$ cat src/hdl/sclfp_pkg.sv
// ----------------------------------------------------------------------------
// sclfp_pkg
// Shared types and constants of the checksummed length-prefixed frame parser.
// ----------------------------------------------------------------------------
package sclfp_pkg;

	localparam int unsigned ByteW = 8;
	localparam int unsigned KindW = 2;

	localparam logic [ByteW-1:0] HDR_FIRST  = 8'hAA;
	localparam logic [ByteW-1:0] HDR_SECOND = 8'hBB;

	typedef enum logic [1:0] {
		PH_IDLE = 2'd0,
		PH_HDR1 = 2'd1,
		PH_LEN  = 2'd2,
		PH_BODY = 2'd3
	} phase_t;

	typedef enum logic [KindW-1:0] {
		KIND_PAYLOAD = 2'd0,
		KIND_GOOD    = 2'd1,
		KIND_DROP    = 2'd2
	} kind_t;

	// One result item plus the flag that says whether the step produced one.
	typedef struct packed {
		logic             valid;
		kind_t            kind;
		logic [ByteW-1:0] data;
		logic [ByteW-1:0] index;
		logic [ByteW-1:0] length;
	} result_t;

endpackage

$ cat src/hdl/sclfp_core.sv
// ----------------------------------------------------------------------------
// sclfp_core
// Parser state machine: header hunt, length, payload counting and checksum.
// ----------------------------------------------------------------------------
module sclfp_core (
	input  logic                          clk,
	input  logic                          arst_n,
	input  logic                          step,
	input  logic [sclfp_pkg::ByteW-1:0]   rx_byte,
	output sclfp_pkg::result_t            res
);
	import sclfp_pkg::*;

	phase_t           phase_q, phase_d;
	logic [ByteW-1:0] taken_q, taken_d;
	logic [ByteW-1:0] len_q, len_d;
	logic [ByteW-1:0] sum_q, sum_d;
	phase_t           resync_phase;

	always_ff @(posedge clk or negedge arst_n) begin
		if (!arst_n) begin
			phase_q <= PH_IDLE;
			taken_q <= '0;
			len_q   <= '0;
			sum_q   <= '0;
		end else if (step) begin
			phase_q <= phase_d;
			taken_q <= taken_d;
			len_q   <= len_d;
			sum_q   <= sum_d;
		end
	end

	assign resync_phase = (rx_byte == HDR_FIRST) ? PH_HDR1 : PH_IDLE;

	always_comb begin
		phase_d    = phase_q;
		taken_d    = taken_q;
		len_d      = len_q;
		sum_d      = sum_q;
		res        = '0;
		res.kind   = KIND_PAYLOAD;
		res.length = len_q;
		unique case (phase_q)
			PH_IDLE: begin
				phase_d = resync_phase;
			end
			PH_HDR1: begin
				if (rx_byte == HDR_SECOND) begin
					phase_d = PH_LEN;
					taken_d = '0;
					sum_d   = '0;
				end else begin
					phase_d = resync_phase;
				end
			end
			PH_LEN: begin
				len_d   = rx_byte;
				sum_d   = rx_byte;
				taken_d = '0;
				phase_d = PH_BODY;
			end
			PH_BODY: begin
				res.valid = 1'b1;
				if (taken_q < len_q) begin
					res.data  = rx_byte;
					res.index = taken_q;
					taken_d   = taken_q + 8'd1;
					sum_d     = sum_q + rx_byte;
				end else if (sum_q == rx_byte) begin
					res.kind = KIND_GOOD;
					phase_d  = PH_IDLE;
				end else begin
					// Bad trailer; it may itself start the next header.
					res.kind = KIND_DROP;
					phase_d  = resync_phase;
				end
			end
			default: begin
				phase_d = PH_IDLE;
			end
		endcase
	end

endmodule

$ cat src/hdl/sclfp_out_reg.sv
// ----------------------------------------------------------------------------
// sclfp_out_reg
// Result register that holds one result item until the sink takes it.
// ----------------------------------------------------------------------------
module sclfp_out_reg (
	input  logic               clk,
	input  logic               arst_n,
	input  logic               load,
	input  sclfp_pkg::result_t res,
	input  logic               take,
	output logic               free,
	output logic               valid,
	output sclfp_pkg::result_t held
);
	import sclfp_pkg::*;

	logic    valid_q;
	result_t held_q;

	assign free  = !valid_q || take;
	assign valid = valid_q;
	assign held  = held_q;

	always_ff @(posedge clk or negedge arst_n) begin
		if (!arst_n) begin
			valid_q <= 1'b0;
		end else if (load) begin
			valid_q <= 1'b1;
		end else if (take) begin
			valid_q <= 1'b0;
		end
	end

	always_ff @(posedge clk) begin
		if (load) begin
			held_q <= res;
		end
	end

endmodule

$ cat src/hdl/sum_checked_length_frame_parser.sv
// ----------------------------------------------------------------------------
// sum_checked_length_frame_parser
// Length-prefixed frame parser with an additive modulo-256 checksum.
// ----------------------------------------------------------------------------
//
//   Channel   Direction  tdata (lowest bit up)                  tuser
//   s_axis    in         rx_byte[7:0]                           -
//   m_axis    out        out_byte, out_index, frame_length      out_kind[1:0]
//
// One byte item is taken per cycle while the sink does not stall the parser. It
// is captured in an input register, the parser state machine evaluates it in
// one short combinational step, and any result item lands in the result
// register. Bytes that produce no result never wait for the sink.
// A stalled sink holds the result register, then the input register, and only
// then drops s_axis_tready. The asynchronous reset returns the parser to its
// idle header hunt with an empty pipeline.
//
module sum_checked_length_frame_parser (
	input  logic        clk,
	input  logic        arst_n,
	input  logic        s_axis_tvalid,
	output logic        s_axis_tready,
	input  logic [7:0]  s_axis_tdata,   // [7:0] rx_byte
	output logic        m_axis_tvalid,
	input  logic        m_axis_tready,
	output logic [23:0] m_axis_tdata,   // [7:0] out_byte, [15:8] out_index,
	                                    // [23:16] frame_length
	output logic [1:0]  m_axis_tuser    // [1:0] out_kind
);
	import sclfp_pkg::*;

	logic             valid_s1;
	logic [ByteW-1:0] byte_s1;
	logic             advance;
	logic             out_free;
	result_t          res;
	result_t          held;

	// The input register empties when its byte is evaluated. A byte that
	// yields no result is evaluated regardless of the sink.
	assign advance       = valid_s1 && (!res.valid || out_free);
	assign s_axis_tready = !valid_s1 || advance;

	always_ff @(posedge clk or negedge arst_n) begin
		if (!arst_n) begin
			valid_s1 <= 1'b0;
		end else if (s_axis_tready) begin
			valid_s1 <= s_axis_tvalid;
		end
	end

	always_ff @(posedge clk) begin
		if (s_axis_tready && s_axis_tvalid) begin
			byte_s1 <= s_axis_tdata;
		end
	end

	sclfp_core u_core (
		.clk     (clk),
		.arst_n  (arst_n),
		.step    (advance),
		.rx_byte (byte_s1),
		.res     (res)
	);

	sclfp_out_reg u_out (
		.clk    (clk),
		.arst_n (arst_n),
		.load   (advance && res.valid),
		.res    (res),
		.take   (m_axis_tready),
		.free   (out_free),
		.valid  (m_axis_tvalid),
		.held   (held)
	);

	assign m_axis_tdata = {held.length, held.index, held.data};
	assign m_axis_tuser = held.kind;

	// A waiting input byte must not be lost or changed before it is evaluated.
	a_s1_hold: assert property (@(posedge clk) disable iff (!arst_n)
		valid_s1 && !advance |=> valid_s1 && $stable(byte_s1))
		else $error("input register lost or changed a waiting item");

	// A payload position always lies below the announced length.
	a_index_range: assert property (@(posedge clk) disable iff (!arst_n)
		m_axis_tvalid && m_axis_tuser == KIND_PAYLOAD
		|-> m_axis_tdata[15:8] < m_axis_tdata[23:16])
		else $error("payload index not below frame length");

	// Frame end markers carry no byte and no position.
	a_end_zero: assert property (@(posedge clk) disable iff (!arst_n)
		m_axis_tvalid && (m_axis_tuser == KIND_GOOD || m_axis_tuser == KIND_DROP)
		|-> m_axis_tdata[15:0] == 16'd0)
		else $error("frame end item carries payload fields");

	// The unused kind code never leaves the block.
	a_kind_code: assert property (@(posedge clk) disable iff (!arst_n)
		m_axis_tvalid |-> m_axis_tuser != 2'd3)
		else $error("undefined result kind");

endmodule
$ cat config.mk
export PLATFORM = sky130hd
export DESIGN_NAME = sum_checked_length_frame_parser
export DESIGN_NICKNAME = d
export VERILOG_FILES = /design/src/hdl/sclfp_pkg.sv /design/src/hdl/sclfp_core.sv /design/src/hdl/sclfp_out_reg.sv /design/src/hdl/sum_checked_length_frame_parser.sv
export SDC_FILE = /design/constraint.sdc
export NUM_CORES = 1
export LEC_CHECK = 0
export ABC_AREA = 1
export BUFFER_PORTS_ARGS = -buffer_cell sky130_fd_sc_hd__buf_2
export CAP_MARGIN = 10
export CORE_ASPECT_RATIO = 0.6
export CORE_MARGIN = 4
export CORE_UTILIZATION = 60
export CTS_BUF_LIST = sky130_fd_sc_hd__clkbuf_4 sky130_fd_sc_hd__clkbuf_8
export DETAILED_ROUTE_END_ITERATION = 10
export PLACE_DENSITY_LB_ADDON = 0.08
export SYNTH_ARGS = -nofsm -noshare
export SYNTH_HDL_FRONTEND = slang
export SYNTH_HIERARCHICAL = 1
export SYNTH_SLANG_ARGS = --single-unit
$ cat constraint.sdc
create_clock -name clk -period 3.7 [get_ports clk]
set_input_delay 0.555 -clock clk [delete_from_list [all_inputs] [get_ports clk]]
set_output_delay 0.555 -clock clk [all_outputs]
set_load 0.01 [all_outputs]
# After elaboration in Yosys (flattened, before gate mapping)
# Index checks and enable logic that the tools add are counted.
[classes]
addsub = 2
bitwise = 1
shifts = 0
n_div = 0
n_lt_le_gt_ge = 1
n_reduce_logical = 17
mul = 0
n_mux = 16
eq_ne = 9
[ops]
columns = ["cell", "count"]
rows = [
  ["$pmux 8 s3", 2],
  ["$mux 8", 3],
  ["$mux 19", 1],
  ["$eq 8x8->1 const B", 2],
  ["$mux 16", 1],
  ["$mux 2", 5],
  ["$add 8x1->8 const B", 1],
  ["$add 8x8->8", 1],
  ["$eq 8x8->1", 1],
  ["$lt 8x8->1", 1],
  ["$pmux 2 s4", 1],
  ["$reduce_and 2->1", 3],
  ["$eq 2x2->1 const B", 2],
  ["$ne 2x1->1 const B", 2],
  ["$reduce_and 4->1", 1],
  ["$logic_and 1x1->1", 3],
  ["$logic_not 1->1", 3],
  ["$logic_or 1x1->1", 3],
  ["$mux 1", 3],
  ["$reduce_bool 3->1", 1],
  ["$eq 2x1->1 const B", 1],
  ["$logic_not 2->1", 1],
  ["$ne 2x2->1 const B", 1],
  ["$reduce_bool 2->1", 1],
  ["2 further kinds", 2],
]
[word_totals]
mem_bits_ro = 0
out_inout_bits = 28
inputBits = 12
ramBits = 0
latchBits = 0
ff_bits = 62
mem_count = 0

# Depth between registers and ports, before layout
[logic_depth]
depth_word = 9
depth_mapped = 13
depth_no_buf = 12

# Cells and area by module
# The synthesis kept the hierarchy.
[modules_own_cells]
columns = ["module", "instances", "seq_area_each_um2", "cells_per_inst", "area_per_inst_um2"]
rows = [
  ["sclfp_core", 1, 650.6, 296, 1971.9],
  ["sclfp_out_reg", 1, 835.8, 32, 855.8],
  ["sum_checked_length_frame_parser", 1, 265.3, 18, 310.3],
]

# Least setup slack after synthesis
# Ideal clock, no wire load.
[synth_timing]
kind = "reg2reg"
start = "register u_core.phase_q[0]"
end = "register u_core.len_q[6]"
path_stages_with_launch = 9
t_required_ns = 3.569
setup_time_ns = 0.131
period_less_slack_ns = 1.817
path_buffers = 2
path_slack_ns = 1.883
t_arrival_ns = 1.687
cell_sequence = "dfrtp_1 nand2_2 inv_1 buf_4 a21boi_0 nand2_1 clkbuf_1 nand2_1 o21ai_0"
[synth_rtl]
columns = ["element", "line", "rtl"]
rows = [
  ["from (decl)", "sclfp_core.sv:14", "phase_t phase_q, phase_d;"],
  ["from (signal assigned)", "sclfp_core.sv:27", "phase_q <= phase_d;"],
  ["to (signal assigned)", "sclfp_core.sv:29", "len_q <= len_d;"],
  ["to (decl)", "sclfp_core.sv:16", "logic [ByteW-1:0] len_q, len_d;"],
]

==> flow_metrics.tcl <==
set metrics [dict create \
    status "finished, final reports clean" \
    r2r_slack_ns 1.34 \
    setup_violations 0 \
    grt_start_max_net_pins 29 \
    startpoint_type "flip-flop" \
    layout-drive-gt1-share_pct 17.5 \
    peakVddDrop_v 0.000399 \
    num_antenna_cells 0 \
    pre_cts_slack_ns 1.42 \
    drv_slew 0 \
    tritoncts "yes" \
    insertion_delay_ns 0.34 \
    nets 417 \
    numCtsBuffers 9 \
    grt_usage_pct 22.5 \
    final_common_cell "nand2_1" \
    io_buffers 39 \
    std_cell_rows 19 \
    overflow 0 \
    required_ns 3.93 \
    avgSynthCellArea_um2 9.01 \
    syn2layout_area_growth_pct 13.9 \
    initialDrtViolationCount 226 \
    worst_setup_path_end_kind "flip-flop" \
    core_mm2 0.00478 \
    initial_utilization_pct 65.0 \
    die-area_mm2 0.00643 \
    dr.pass1.iters 5 \
    maxSlewHeadroom_pct 31.5 \
    cts.repair.resized 0 \
    io_pins 40 \
    grt_pass1_vias 2241 \
    ant_nets 0 \
    max_freq_ghz 0.424 \
    rsz0062_at_grt "false" \
    drc_errors 0 \
    via_count 2414 \
    grt_pass1_wl_um 11200 \
    power_mw 1.96 \
    arrival_ns 2.59 \
    antenna_found_initial 0 \
    synthCells 345 \
    path_class "reg -> reg" \
    worst_slack_ns 1.34 \
    postCtsHoldBufs 0 \
    r2r-start "u_core/phase_q[0]" \
    syn-num-nets 373 \
    post-cts-setup-buffer-count 0 \
    die_h_um 63.8 \
    clkSlewWorstSetupHoldPaths_ns 0.07 \
    critPathMaxFanout 16 \
    layout_common_cells "nand2_1, inv_1, buf_2" \
    post-route-period-util_pct 63.8 \
    h-tree-depth 3 \
    maxCapViolCount 0 \
    via_per_inst 5.28 \
    place_congestion 0.914 \
    setup_tns_ns 0 \
    detailed_place_hpwl_um 4820 \
    yosys_warnings 6 \
    hp-class "in -> async" \
    hold_violations 0 \
    drt_wl_total_um 6570 \
    leakage_nw 1.72 \
    clockRootBuffer "clkbuf_8" \
    r2r_cells 5 \
    skew_ns 0.00665 \
    tightest_slew_ns 1.03 \
    cts_buffer_depth 2 \
    reg2reg_to "u_core/len_q[4]" \
    syn_area_mm2 0.00311 \
    p_per_area_mw_per_mm2 554 \
    fin_crit_ns 2.36 \
    clock-sinks 62 \
    die_x_um 101 \
    wl_per_cell_um 14.4 \
]
[critical path, cell delays in order, from the launching register on]
cell	delay [ns]
dfrtp_1	0.42
nand2_2	0.17
inv_1	0.26
a21boi_0	0.59
nand2_1	0.46
o21ai_0	0.35
[power breakdown]
| part | switching (mW) | leakage, nW | internal (mW) | total [mW] |
|---|---|---|---|---|
| clock | 0.271 | 0.0996 | 0.313 | 0.583 |
| combinational | 0.295 | 0.942 | 0.164 | 0.459 |
| sequential | 0.0757 | 0.683 | 0.842 | 0.918 |
[how the worst max path moves through the flow]
stage | to | start | slack [ns]
2_1_floorplan | u_core/len_q[6] | u_core/phase_q[0] | 1.89
3_3_place_gp | u_out/held[24] | u_core/phase_q[0] | 1.53
3_5_place_dp | u_core/len_q[4] | u_core/phase_q[0] | 1.42
4_1_cts | u_core/len_q[4] | u_core/phase_q[0] | 1.40
5_1_grt | u_out/held[25] | u_core/phase_q[0] | 1.25
6_report | u_core/len_q[4] | u_core/phase_q[0] | 1.34
[final cells by class]
type / instances / area (um^2)
flip-flops and latches: 62 / 1720
fillers: 368 / 1240
multi-input cells: 228 / 1160
repair buffers: 39 / 195
inverters: 49 / 184
clock buffers: 9 / 124
well taps: 63 / 78.8
clock inverters: 7 / 73.8
[per-stage QoR]
| step | cell area [um^2] | hold slack, ns | util [%] | std cells |
|---|---|---|---|---|
| 2_1_floorplan | 3110 | 0.259 | - | 345 |
| 3_3_place_gp | 3340 | 0.459 | 69.9 | 441 |
| 3_5_place_dp | 3340 | 0.473 | 69.9 | 441 |
| 4_1_cts | 3540 | 0.262 | 74.1 | 457 |
| 5_1_grt | 3540 | 0.291 | 74.1 | 457 |
| 6_report | 3540 | 0.246 | 74.1 | 457 |
[registers in the layout, summed over array words and instances, names as in the netlist, named ones only]
register	count
byte_s1	8
u_core/len_q	8
u_core/phase_q	1
u_core/sum_q	8
u_core/taken_q	8
u_out/held	26
u_out/valid	1
valid_s1	1
[layer usage]
metal	up-vias	wire length, um	GRT usage (%)
met4	0	63	6.47
met2	116	2630	30.1
li1	1201	-	-
met1	1089	3210	35.9
met5	-	0	0
met3	8	666	5.54
Note: power is estimated with default switching activity, not from simulation.
